## src/rtl/htfd_pkg.sv

```systemverilog
// Package for the humidity/temperature frame decoder.
// Holds the byte positions, status codes, frame struct, CRC-8 step and the
// divide-by-full-scale helper. No dependencies.
package htfd_pkg;

    localparam logic [7:0] CRC_INIT = 8'hFF;
    localparam logic [7:0] CRC_POLY = 8'h31;

    localparam int WORD_W = 16;
    localparam int PROD_W = 31;
    localparam int QUOT_W = 15;

    localparam logic [QUOT_W-1:0]       TEMP_SPAN   = 15'd17500;
    localparam logic [QUOT_W-1:0]       HUM_SPAN    = 15'd12500;
    localparam logic [PROD_W-1:0]       ROUND_HALF  = 31'd32767;
    localparam logic [WORD_W-1:0]       FULL_SCALE  = 16'hFFFF;
    localparam logic signed [15:0]      TEMP_OFFSET = 16'sd4500;
    localparam logic signed [15:0]      HUM_OFFSET  = 16'sd600;
    localparam logic signed [15:0]      HUM_MAX     = 16'sd10000;

    typedef logic [2:0] t_pos;
    localparam t_pos POS_T_MSB = 3'd0;
    localparam t_pos POS_T_LSB = 3'd1;
    localparam t_pos POS_T_CRC = 3'd2;
    localparam t_pos POS_H_MSB = 3'd3;
    localparam t_pos POS_H_LSB = 3'd4;
    localparam t_pos POS_H_CRC = 3'd5;

    typedef enum logic [1:0] {
        STATUS_OK       = 2'd0,
        STATUS_TEMP_CRC = 2'd1,
        STATUS_HUM_CRC  = 2'd2
    } t_status;

    typedef struct packed {
        logic [WORD_W-1:0] temp_word;
        logic [WORD_W-1:0] humid_word;
        t_status           status;
    } t_frame;

    // CRC-8, MSB first, one byte
    function automatic logic [7:0] crc8_feed(input logic [7:0] crc, input logic [7:0] b);
        logic [7:0] c;
        c = crc ^ b;
        for (int k = 0; k < 8; k++) begin
            c = c[7] ? ((c << 1) ^ CRC_POLY) : (c << 1);
        end
        return c;
    endfunction

    // floor(x / 65535): x = q0*65535 + (lo + q0), remainder stays below 2*65535
    function automatic logic [QUOT_W-1:0] div_full_scale(input logic [PROD_W-1:0] x);
        logic [QUOT_W-1:0] q0;
        logic [16:0]       r;
        q0 = x[PROD_W-1:16];
        r  = {1'b0, x[15:0]} + {2'b00, q0};
        return (r >= {1'b0, FULL_SCALE}) ? q0 + 15'd1 : q0;
    endfunction

endpackage

```

## src/rtl/humidity_temp_frame_decoder_core.sv

```systemverilog
// The sixth byte loads r_v1; the result then moves via r_v2 and r_v3.
// Throughput: one byte per cycle; the frame register and two conversion
// stages each hold one request, so input stalls only when all are full.
// Byte position, CRC and word holds update as each byte is accepted.
// Reset (synchronous, active low) clears position, CRC to 0xFF, holds and
// all stage valid flags.
module humidity_temp_frame_decoder_core
    import htfd_pkg::*;
(
    input  logic                  i_clk,
    input  logic                  i_rst_n,
    input  logic                  i_valid,
    output logic                  o_stall,
    input  logic [7:0]            i_rx_byte,
    input  logic                  i_frame_start,
    output logic                  o_valid,
    input  logic                  i_stall,
    output logic signed [14:0]    o_temp_centi_c,
    output logic [13:0]           o_humidity_centi_pct,
    output logic [1:0]            o_status,
    output logic [15:0]           o_temp_word,
    output logic [15:0]           o_humid_word
);

    t_pos        r_pos;
    logic [7:0]  r_crc;
    logic [15:0] r_temp_hold;
    logic [15:0] r_humid_hold;
    logic        r_temp_bad;
    logic        r_v1;
    t_frame      r_frame;

    t_pos        n_pos;
    logic [7:0]  n_crc;
    logic [15:0] n_temp_hold;
    logic [15:0] n_humid_hold;
    logic        n_temp_bad;
    logic        n_last;
    t_status     n_status;

    t_pos        pos_eff;
    logic        conv_ready;
    logic        ready1;
    logic        accept;

    assign ready1  = !r_v1 || conv_ready;
    assign o_stall = !ready1;
    assign accept  = i_valid && ready1;

    always_comb begin
        pos_eff      = (i_frame_start || r_pos > POS_H_CRC) ? POS_T_MSB : r_pos;
        n_pos        = pos_eff + 3'd1;
        n_crc        = r_crc;
        n_temp_hold  = r_temp_hold;
        n_humid_hold = r_humid_hold;
        n_temp_bad   = r_temp_bad;
        n_last       = 1'b0;
        n_status     = STATUS_OK;
        case (pos_eff)
            POS_T_MSB: begin
                n_temp_hold[15:8] = i_rx_byte;
                n_crc = crc8_feed(CRC_INIT, i_rx_byte);
            end
            POS_T_LSB: begin
                n_temp_hold[7:0] = i_rx_byte;
                n_crc = crc8_feed(r_crc, i_rx_byte);
            end
            POS_T_CRC: begin
                n_temp_bad = (r_crc != i_rx_byte);
                n_crc      = CRC_INIT;
            end
            POS_H_MSB: begin
                n_humid_hold[15:8] = i_rx_byte;
                n_crc = crc8_feed(CRC_INIT, i_rx_byte);
            end
            POS_H_LSB: begin
                n_humid_hold[7:0] = i_rx_byte;
                n_crc = crc8_feed(r_crc, i_rx_byte);
            end
            POS_H_CRC: begin
                n_last = 1'b1;
                if (r_temp_bad) begin
                    n_status = STATUS_TEMP_CRC;
                end else if (r_crc != i_rx_byte) begin
                    n_status = STATUS_HUM_CRC;
                end
                n_pos      = POS_T_MSB;
                n_crc      = CRC_INIT;
                n_temp_bad = 1'b0;
            end
            default: begin
                n_pos = POS_T_MSB;
                n_crc = CRC_INIT;
            end
        endcase
    end

    always_ff @(posedge i_clk) begin
        if (!i_rst_n) begin
            r_pos        <= POS_T_MSB;
            r_crc        <= CRC_INIT;
            r_temp_hold  <= '0;
            r_humid_hold <= '0;
            r_temp_bad   <= 1'b0;
            r_v1         <= 1'b0;
        end else begin
            if (accept) begin
                r_pos        <= n_pos;
                r_crc        <= n_crc;
                r_temp_hold  <= n_temp_hold;
                r_humid_hold <= n_humid_hold;
                r_temp_bad   <= n_temp_bad;
            end
            if (ready1) begin
                r_v1 <= accept && n_last;
            end
        end
    end

    // both words are complete by the last byte, so the holds are taken as is
    always_ff @(posedge i_clk) begin
        if (accept && n_last) begin
            r_frame.temp_word  <= r_temp_hold;
            r_frame.humid_word <= r_humid_hold;
            r_frame.status     <= n_status;
        end
    end

    htfd_conv u_conv (
        .i_clk                (i_clk),
        .i_rst_n              (i_rst_n),
        .i_frame_valid        (r_v1),
        .i_frame              (r_frame),
        .o_frame_ready        (conv_ready),
        .o_valid              (o_valid),
        .i_stall              (i_stall),
        .o_temp_centi_c       (o_temp_centi_c),
        .o_humidity_centi_pct (o_humidity_centi_pct),
        .o_status             (o_status),
        .o_temp_word          (o_temp_word),
        .o_humid_word         (o_humid_word)
    );

    a_pos_range: assert property (@(posedge i_clk) disable iff (!i_rst_n)
        r_pos <= POS_H_CRC)
        else $error("byte position out of range");

    a_err_zero: assert property (@(posedge i_clk) disable iff (!i_rst_n)
        o_valid && o_status != STATUS_OK |-> o_temp_centi_c == 15'sd0
            && o_humidity_centi_pct == 14'd0)
        else $error("error result carries nonzero values");

    a_hum_clamp: assert property (@(posedge i_clk) disable iff (!i_rst_n)
        o_valid |-> o_humidity_centi_pct <= 14'd10000)
        else $error("humidity above clamp");

    a_stall_full: assert property (@(posedge i_clk) disable iff (!i_rst_n)
        o_stall |-> r_v1 && o_valid && i_stall)
        else $error("input stalled with room in the pipeline");

endmodule

```

## src/rtl/htfd_conv.sv

```systemverilog
// Conversion pipeline: scale multiply, divide by full scale with rounding,
// offset, clamp and output register. Depends on htfd_pkg.
module htfd_conv
    import htfd_pkg::*;
(
    input  logic                  i_clk,
    input  logic                  i_rst_n,
    input  logic                  i_frame_valid,
    input  t_frame                i_frame,
    output logic                  o_frame_ready,
    output logic                  o_valid,
    input  logic                  i_stall,
    output logic signed [14:0]    o_temp_centi_c,
    output logic [13:0]           o_humidity_centi_pct,
    output logic [1:0]            o_status,
    output logic [15:0]           o_temp_word,
    output logic [15:0]           o_humid_word
);

    logic              r_v2;
    logic [PROD_W-1:0] r_p_temp;
    logic [PROD_W-1:0] r_p_hum;
    t_frame            r_f2;

    logic              r_v3;
    logic [14:0]       r_temp;
    logic [13:0]       r_hum;
    t_frame            r_f3;

    logic              ready2;
    logic              ready3;

    logic [QUOT_W-1:0] q_temp;
    logic [QUOT_W-1:0] q_hum;
    logic signed [15:0] t_val;
    logic signed [15:0] h_val;
    logic signed [15:0] h_clamp;
    logic [14:0]       n_temp;
    logic [13:0]       n_hum;

    assign ready3        = !r_v3 || !i_stall;
    assign ready2        = !r_v2 || ready3;
    assign o_frame_ready = ready2;

    always_comb begin
        q_temp = div_full_scale(r_p_temp);
        q_hum  = div_full_scale(r_p_hum);
        t_val  = $signed({1'b0, q_temp}) - TEMP_OFFSET;
        h_val  = $signed({1'b0, q_hum}) - HUM_OFFSET;
        if (h_val < 16'sd0) begin
            h_clamp = 16'sd0;
        end else if (h_val > HUM_MAX) begin
            h_clamp = HUM_MAX;
        end else begin
            h_clamp = h_val;
        end
        if (r_f2.status == STATUS_OK) begin
            n_temp = t_val[14:0];
            n_hum  = h_clamp[13:0];
        end else begin
            n_temp = '0;
            n_hum  = '0;
        end
    end

    always_ff @(posedge i_clk) begin
        if (!i_rst_n) begin
            r_v2 <= 1'b0;
            r_v3 <= 1'b0;
        end else begin
            if (ready2) begin
                r_v2 <= i_frame_valid;
            end
            if (ready3) begin
                r_v3 <= r_v2;
            end
        end
    end

    always_ff @(posedge i_clk) begin
        if (ready2 && i_frame_valid) begin
            r_p_temp <= {15'b0, i_frame.temp_word} * {16'b0, TEMP_SPAN} + ROUND_HALF;
            r_p_hum  <= {15'b0, i_frame.humid_word} * {16'b0, HUM_SPAN} + ROUND_HALF;
            r_f2     <= i_frame;
        end
        if (ready3 && r_v2) begin
            r_temp <= n_temp;
            r_hum  <= n_hum;
            r_f3   <= r_f2;
        end
    end

    assign o_valid              = r_v3;
    assign o_temp_centi_c       = $signed(r_temp);
    assign o_humidity_centi_pct = r_hum;
    assign o_status             = r_f3.status;
    assign o_temp_word          = r_f3.temp_word;
    assign o_humid_word         = r_f3.humid_word;

endmodule
```

## config.mk

```make
export PLATFORM = sky130hd
export DESIGN_NAME = humidity_temp_frame_decoder_core
export DESIGN_NICKNAME = d
export VERILOG_FILES = /design/src/rtl/htfd_pkg.sv /design/src/rtl/humidity_temp_frame_decoder_core.sv /design/src/rtl/htfd_conv.sv
export SDC_FILE = /design/constraint.sdc
export NUM_CORES = 1
export LEC_CHECK = 0
export ABC_AREA = 1
export BUFFER_PORTS_ARGS = -buffer_cell sky130_fd_sc_hd__buf_2
export CORE_MARGIN = 2
export CORE_UTILIZATION = 60
export DETAILED_ROUTE_END_ITERATION = 7
export HOLD_SLACK_MARGIN = 0.1
export PLACE_DENSITY = 0.78
export SETUP_SLACK_MARGIN = 0.4
export SYNTH_ARGS = -nofsm -noshare
export SYNTH_HDL_FRONTEND = slang
export SYNTH_SLANG_ARGS = --single-unit
export TNS_END_PERCENT = 50
```

## constraint.sdc

```tcl
create_clock -name i_clk -period 5.9 [get_ports i_clk]
set_input_delay 0.295 -clock i_clk [delete_from_list [all_inputs] [get_ports i_clk]]
set_output_delay 0.295 -clock i_clk [all_outputs]
set_load 0.05 [all_outputs]
```

==> impl_metrics.tcl, run 1 <==
set metrics [dict create \
    synthesis.area_mm2 0.0191 \
    synthTopCellsByArea "edfxtp_1, ha_1, fa_1" \
    min_path_cells 3 \
    io_pins 78 \
    grt_overflow 0 \
    core-area_mm2 0.0315 \
    leakagePower_nw 10.6 \
    drtIter0Drc 994 \
    min-delay-start "i_rx_byte[7]" \
    ys_seq_area_share_pct 34.6 \
    synthCells 2173 \
    area_growth_pct 14.4 \
    synth_warnings 0 \
    die_h_um 182 \
    reg2reg_slack_ps 370 \
    crit_start "r_frame[23]" \
    power.ir.vdd_worst_mv 0.190 \
    clkTransAtPathRegs_ps 60 \
    endpoint_kind "register" \
    arrival_ps 5810 \
    num_vias 14900 \
    switchingPower_w 0.000928 \
    seqPwrFrac_pct 46.7 \
    rsz0062_at_grt "true" \
    wl_per_cell_um 15.8 \
    wl_mm 43.5 \
    p_int_w 0.00296 \
    synthMostInstantiatedCell "inv_1" \
    rows 65 \
    final_util_pct 69.5 \
    post-place-ws_ps 216 \
    clk_latency_ps 540 \
    final_max_slew_viol_count 0 \
    p_clk_share_pct 42.5 \
    clockBufferDepth 3 \
    synth_top_area_share_pct 29.7 \
    syn_area_per_cell_um2 8.80 \
    worstMarginPinSlew_ps 1010 \
    worstPathMaxFanout 5 \
    ant_nets 0 \
    cap_violations 0 \
    die_w_um 182 \
    r2r_start "r_frame[23]" \
    cts_tree "built" \
    setup_viol 0 \
    relSlewSlack_pct 32.4 \
    ff2ff_path_depth 26 \
    start_kind "register" \
    drive_gt1_share_pct 14.1 \
    initial_core_util_pct 60.7 \
    grt_pass1_vias 14500 \
    holdPathEnd "r_humid_hold[15]" \
    grt_util_all_layers_pct 25.3 \
    drc 0 \
    synth-async-reset-ratio_pct 0 \
    timing.final.ws_setup_ps 368 \
    hold_violations 0 \
    cts.sinks 236 \
    post_drt_via_cell_ratio 5.42 \
    drtPass1Iterations 6 \
    crit_required_ps 6180 \
    portBuffers 77 \
    dieArea_mm2 0.0333 \
    grt_first_pass_wirelength_mm 69.0 \
    yosysUniqueCellTypes 52 \
    root_buffer "clkbuf_16" \
    finalNetCount 2669 \
    htreeDepth 1 \
    synth_edf_count 189 \
    synth_fp_nets 2514 \
    numCtsBuffers 25 \
    min_path_type "in2reg" \
    synth-seq-cells 236 \
    antenna_found_initial 0 \
    period_needed_ps 5530 \
    worst-setup-path-type "reg2reg" \
    timing.final.crit_share_pct 93.8 \
    outcome "finished, final reports clean" \
    synth_common_cells "inv_1, nand2_1, ha_1" \
    clock.fmax_mhz 181 \
    hpwl_mm 32.4 \
    grt_max_degree 75 \
    setup-tns-final_ps 0 \
    timing.hold.ws_ps 127 \
    synth_top_area_cell "edfxtp_1" \
    gp_congestion 0.955 \
    combPwrFrac_pct 10.8 \
    yosys_most_used_dff "edfxtp_1" \
    rr_endpoint "u_conv.r_p_temp[27]" \
    skew_ps 16.8 \
    power_density_mw_per_mm2 178 \
    antennaDiodeCount 0 \
    p_sw_share_pct 23.9 \
]
==> logic make-up (layout without fill, tap and decap cells) <==
| group | Yosys count | in the layout | share of synthesized area, % |
|---|---|---|---|
| xor+xnor | 149 | 149 | 6.83 |
| compound gates | 249 | 249 | 7.05 |
| simple gates | 775 | 775 | 17.8 |
| flops | 236 | 236 | 34.6 |
| fa+ha+maj | 328 | 328 | 25.0 |
| buf+inv | 436 | 610 | 8.71 |
==> final cells by class <==
| cell class | instances | area (um2) |
|---|---|---|
| flip-flops and latches | 236 | 6620 |
| repair buffers | 148 | 931 |
| clock buffers | 35 | 724 |
| well taps | 402 | 503 |
| fillers | 2307 | 9610 |
| inverters | 416 | 1560 |
| multi-input cells | 1501 | 11400 |
| clock inverters | 11 | 146 |
==> power by group through the flow <==
stage	sequential (W)	combinational, W	clock (W)
3_5_place_dp	0.00185	0.000341	0
3_3_place_gp	0.00185	0.000331	0
6_report	0.00182	0.000422	0.00165
5_1_grt	0.00182	0.000464	0.00174
2_1_floorplan	0.00185	0.000269	0
4_1_cts	0.00182	0.000354	0.00168
==> metrics by stage <==
step,cell area (um2),std cells,power [W]
final,21900,2749,0.00389
after global routing,21900,2749,0.00402
after CTS,21000,2703,0.00385
after detailed placement,19900,2635,0.00219
after global placement,19900,2635,0.00218
after floorplan,19100,2173,0.00212
==> state kept, by name (all words and copies together) (netlist names) <==
register / flops
r_pos: 3
u_conv.o_status: 2
r_temp_hold: 16
u_conv.o_temp_word: 16
r_crc: 8
u_conv.r_f2: 34
u_conv.r_p_hum: 29
r_temp_bad: 1
u_conv.r_p_temp: 29
u_conv.o_humid_word: 16
u_conv.o_temp_centi_c: 15
u_conv.r_v2: 1
u_conv.o_valid: 1
r_frame: 34
r_v1: 1
r_humid_hold: 16
u_conv.o_humidity_centi_pct: 14
==> what timing repair did <==
action | in CTS | in global routing
setup buffers | 17 | 46
resized for setup | 10 | 98
setup endpoints to repair | 11 | 16
cloned | 0 | 0
hold buffers | 5 | 0
pin swaps | 4 | 40
hold endpoints to repair | 5 | 0
==> worst max-delay path by stage <==
stage	endpoint	slack, ps	cells after the start
final	u_conv.r_p_temp[27]	370	26
after global routing	u_conv.r_p_temp[27]	90	26
after CTS	u_conv.r_p_hum[29]	390	23
after detailed placement	u_conv.r_p_temp[27]	220	24
after global placement	u_conv.r_p_temp[27]	400	24
after floorplan	u_conv.r_p_temp[27]	700	24
==> cells in the final DEF (no fill, tap or decap), types with 4 or more instances in the layout <==
| master | Yosys | routed |
|---|---|---|
| xor2_2 | 0 | 13 |
| o21ai_0 | 68 | 62 |
| inv_2 | 7 | 12 |
| xnor2_1 | 53 | 50 |
| clkbuf_1 | 13 | 5 |
| nand2_2 | 13 | 26 |
| a21oi_2 | 6 | 14 |
| ha_1 | 239 | 224 |
| xor2_1 | 96 | 82 |
| nand3b_1 | 9 | 9 |
| nand2_1 | 394 | 381 |
| o21ai_1 | 11 | 11 |
| nand3_2 | 4 | 7 |
| nand4_1 | 34 | 34 |
| o22ai_1 | 4 | 4 |
| nor3_2 | 4 | 9 |
| dlygate4sd3_1 | 0 | 5 |
| ha_4 | 0 | 12 |
| a21oi_1 | 135 | 126 |
| o21ai_2 | 2 | 8 |
| buf_2 | 1 | 77 |
| nor3_1 | 31 | 25 |
| clkbuf_16 | 0 | 26 |
| edfxtp_1 | 189 | 189 |
| nor2_2 | 2 | 10 |
| nand3_1 | 117 | 114 |
| o211ai_1 | 4 | 4 |
| clkbuf_8 | 0 | 4 |
| inv_1 | 409 | 403 |
| dfxtp_1 | 47 | 47 |
| fa_1 | 89 | 88 |
| buf_4 | 3 | 66 |
| or2_2 | 9 | 9 |
| nor2_1 | 137 | 127 |
| nor4_1 | 10 | 8 |
==> layer usage <==
metal / share of wire [%] / up-vias / global-route usage, %
met3: 5.1 / 123 / 3.07
li1: - / 7403 / -
met2: 48 / 472 / 44.1
met4: 3.4 / 0 / 6.90
met5: 0 / - / 0
met1: 44 / 6905 / 33.4
==> worst max-delay path: stages (launching register included) <==
cell      delay [ps]
edfxtp_1         500
ha_1             340
inv_1             50
fa_1             490
inv_1             40
ha_1             290
ha_1             280
inv_1             50
fa_1             530
inv_1             60
ha_4             290
inv_2             60
o31ai_4          310
a21oi_2          110
o21ai_2          210
nand2_1          100
nand2_2          100
nand2_2           60
nand2_2           90
xor2_2           210
inv_2            110
nor2_4           120
nand4_1          140
nor3_2           260
nand4_1          200
nor2_1           180
xor2_1            80
(Power assumes the default switching activity.)
==> run 2, diff against run 1 <==
--- a/config.mk
+++ b/config.mk
@@ -12,6 +12,7 @@
 export DETAILED_ROUTE_END_ITERATION = 7
 export HOLD_SLACK_MARGIN = 0.1
 export PLACE_DENSITY = 0.78
+export REMOVE_ABC_BUFFERS = 1
 export SETUP_SLACK_MARGIN = 0.4
 export SYNTH_ARGS = -nofsm -noshare
 export SYNTH_HDL_FRONTEND = slang
==> run 2 against run 1 <==
Clock power down 4%. Utilization is 0.23 points lower. Die area is the same. Via count up 0.70%. Critical path type unchanged. Critical endpoint is now u_conv.r_p_temp[23]. Largest power group unchanged. Highest routed layer unchanged.
==> impl_metrics.tcl, run 2 (synthesis gave the netlist of run 1 again) <==
set metrics [dict create \
    outcome "finished, final reports clean" \
    portBuffers 77 \
    min_path_type "in2reg" \
    dieArea_mm2 0.0333 \
    clock.fmax_mhz 182 \
    cts.sinks 236 \
    start_kind "register" \
    num_vias 15000 \
    switchingPower_w 0.000896 \
    grt_util_all_layers_pct 24.9 \
    slowest_delay_ps 550 \
    gp_congestion 0.920 \
    ant_nets 0 \
    core-area_mm2 0.0315 \
    min-delay-start "i_rx_byte[6]" \
    worstPathMaxFanout 5 \
    rsz0062_at_grt "true" \
    initial_core_util_pct 60.7 \
    top_regs "r_frame x34, u_conv.r_f2 x34" \
    worstMarginPinSlew_ps 1060 \
    drtIter0Drc 1056 \
    area_growth_pct 14.0 \
    rows 65 \
    clk_latency_ps 520 \
    clockBufferDepth 3 \
    total_power_w 0.00381 \
    setup_viol 0 \
    skew_ps 7.31 \
    fill_cells 2325 \
    crit_start "r_frame[24]" \
    p_clk_share_pct 41.6 \
    setup-tns-final_ps 0 \
    final_cell_mix "inv_1, nand2_1, ha_1" \
    relSlewSlack_pct 29.1 \
    io_pins 78 \
    clkTransAtPathRegs_ps 60 \
    mostFrequentLayoutCell "inv_1" \
    r2r_start "r_frame[24]" \
    hpwl_mm 32.0 \
    antennaDiodeCount 0 \
    worst-setup-path-type "reg2reg" \
    antenna_found_initial 0 \
    power_density_mw_per_mm2 175 \
    p_int_w 0.00291 \
    final_util_pct 69.2 \
    crit_top_cell "inv_1" \
    combPwrFrac_pct 10.7 \
    timing.final.crit_share_pct 93.3 \
    htreeDepth 1 \
    wl_mm 43.8 \
    instances_no_fill 2750 \
    drtPass1Iterations 5 \
    wl_per_cell_um 15.9 \
    finalNetCount 2671 \
    drc 0 \
    p_sw_share_pct 23.5 \
    grt_max_degree 82 \
    die_w_um 182 \
    seqPwrFrac_pct 47.6 \
    drive_gt1_share_pct 13.5 \
    endpoint_kind "register" \
    dp_cells 2635 \
    leakagePower_nw 10.6 \
    arrival_ps 5750 \
    crit_required_ps 6150 \
    grt_first_pass_wirelength_mm 68.1 \
    grt_overflow 0 \
    grt_pass1_vias 14500 \
    root_buffer "clkbuf_16" \
    period_needed_ps 5500 \
    hold_violations 0 \
    crit_buf_inv 7 \
    crit_family "adder cells" \
    slowest_stage "fa_1" \
    power.ir.vdd_worst_mv 0.194 \
    numCtsBuffers 24 \
    cap_violations 0 \
    post_drt_via_cell_ratio 5.46 \
    die_h_um 182 \
    cts_tree "built" \
    final_max_slew_viol_count 0 \
]
-- run 2: cell types whose count changed in the layout (fill, tap and decap cells not counted), sizes merged --
cell and delta:
clkbuf -4, inv -2, bufinv +1, buf +6
clkinvlp -1, clkinv +4, dlygate4sd3 -3
-- run 2: layer usage --
layer  global-route usage (%)  share of wire, %
met5                        0                 0
met4                     6.61               3.3
met1                     32.9                44
met3                     2.61               4.6
met2                     43.8                48
-- run 2: area by class of cell --
class	count	area, um2	area share (%)
clock buffer	31	648	2.97
clock inverter	13	175	0.804
inverter	416	1560	7.17
multi-input combinational	1501	11300	52.0
sequential	236	6620	30.4
tap	402	503	2.31
timing repair buffer	151	946	4.34
-- run 2: stage by stage --
step                instance area, um2  worst slack, ps  hold WS [ps]
floorplan                        19000              704           364
global placement                 19900              392           401
detailed placement               19900              219           405
CTS                              20900              388           108
global route                     21800              128           115
finish                           21800              396           121
-- run 2: what timing repair did --
| action | in CTS | in global routing |
|---|---|---|
| hold buffers | 2 | 0 |
| gates resized for setup | 7 | 87 |
| pin swaps | 5 | 23 |
| hold endpoints to repair | 2 | 0 |
| buffers inserted | 14 | 55 |
| endpoints found under the setup margin | 12 | 19 |
-- run 2: worst paths after layout --
kind,cells past startpoint,end,slack (ps)
setup / recovery,27,u_conv.r_p_temp[23],400
hold reg to reg,0,u_conv.o_temp_word[14],420
setup reg to reg,27,u_conv.r_p_temp[23],400
hold / removal,3,r_humid_hold[14],120
-- run 2: power groups by stage --
stage	logic, W	registers [W]	clock network [W]
6_report	0.000409	0.00182	0.00158
5_1_grt	0.000452	0.00182	0.00167
4_1_cts	0.000350	0.00181	0.00161
2_1_floorplan	0.000263	0.00185	0
3_5_place_dp	0.000340	0.00185	0
3_3_place_gp	0.000332	0.00185	0
-- run 2: worst register-to-register path: cells and delay by family, from the launching register on --
family	cells	cell delay, ps
flip-flops	1	520
buffers and inverters	7	640
AND/OR/NAND/NOR	9	940
AO/OA/AOI/OAI	3	530
adder cells (fa/ha/maj)	6	2260
XOR/XNOR	2	360
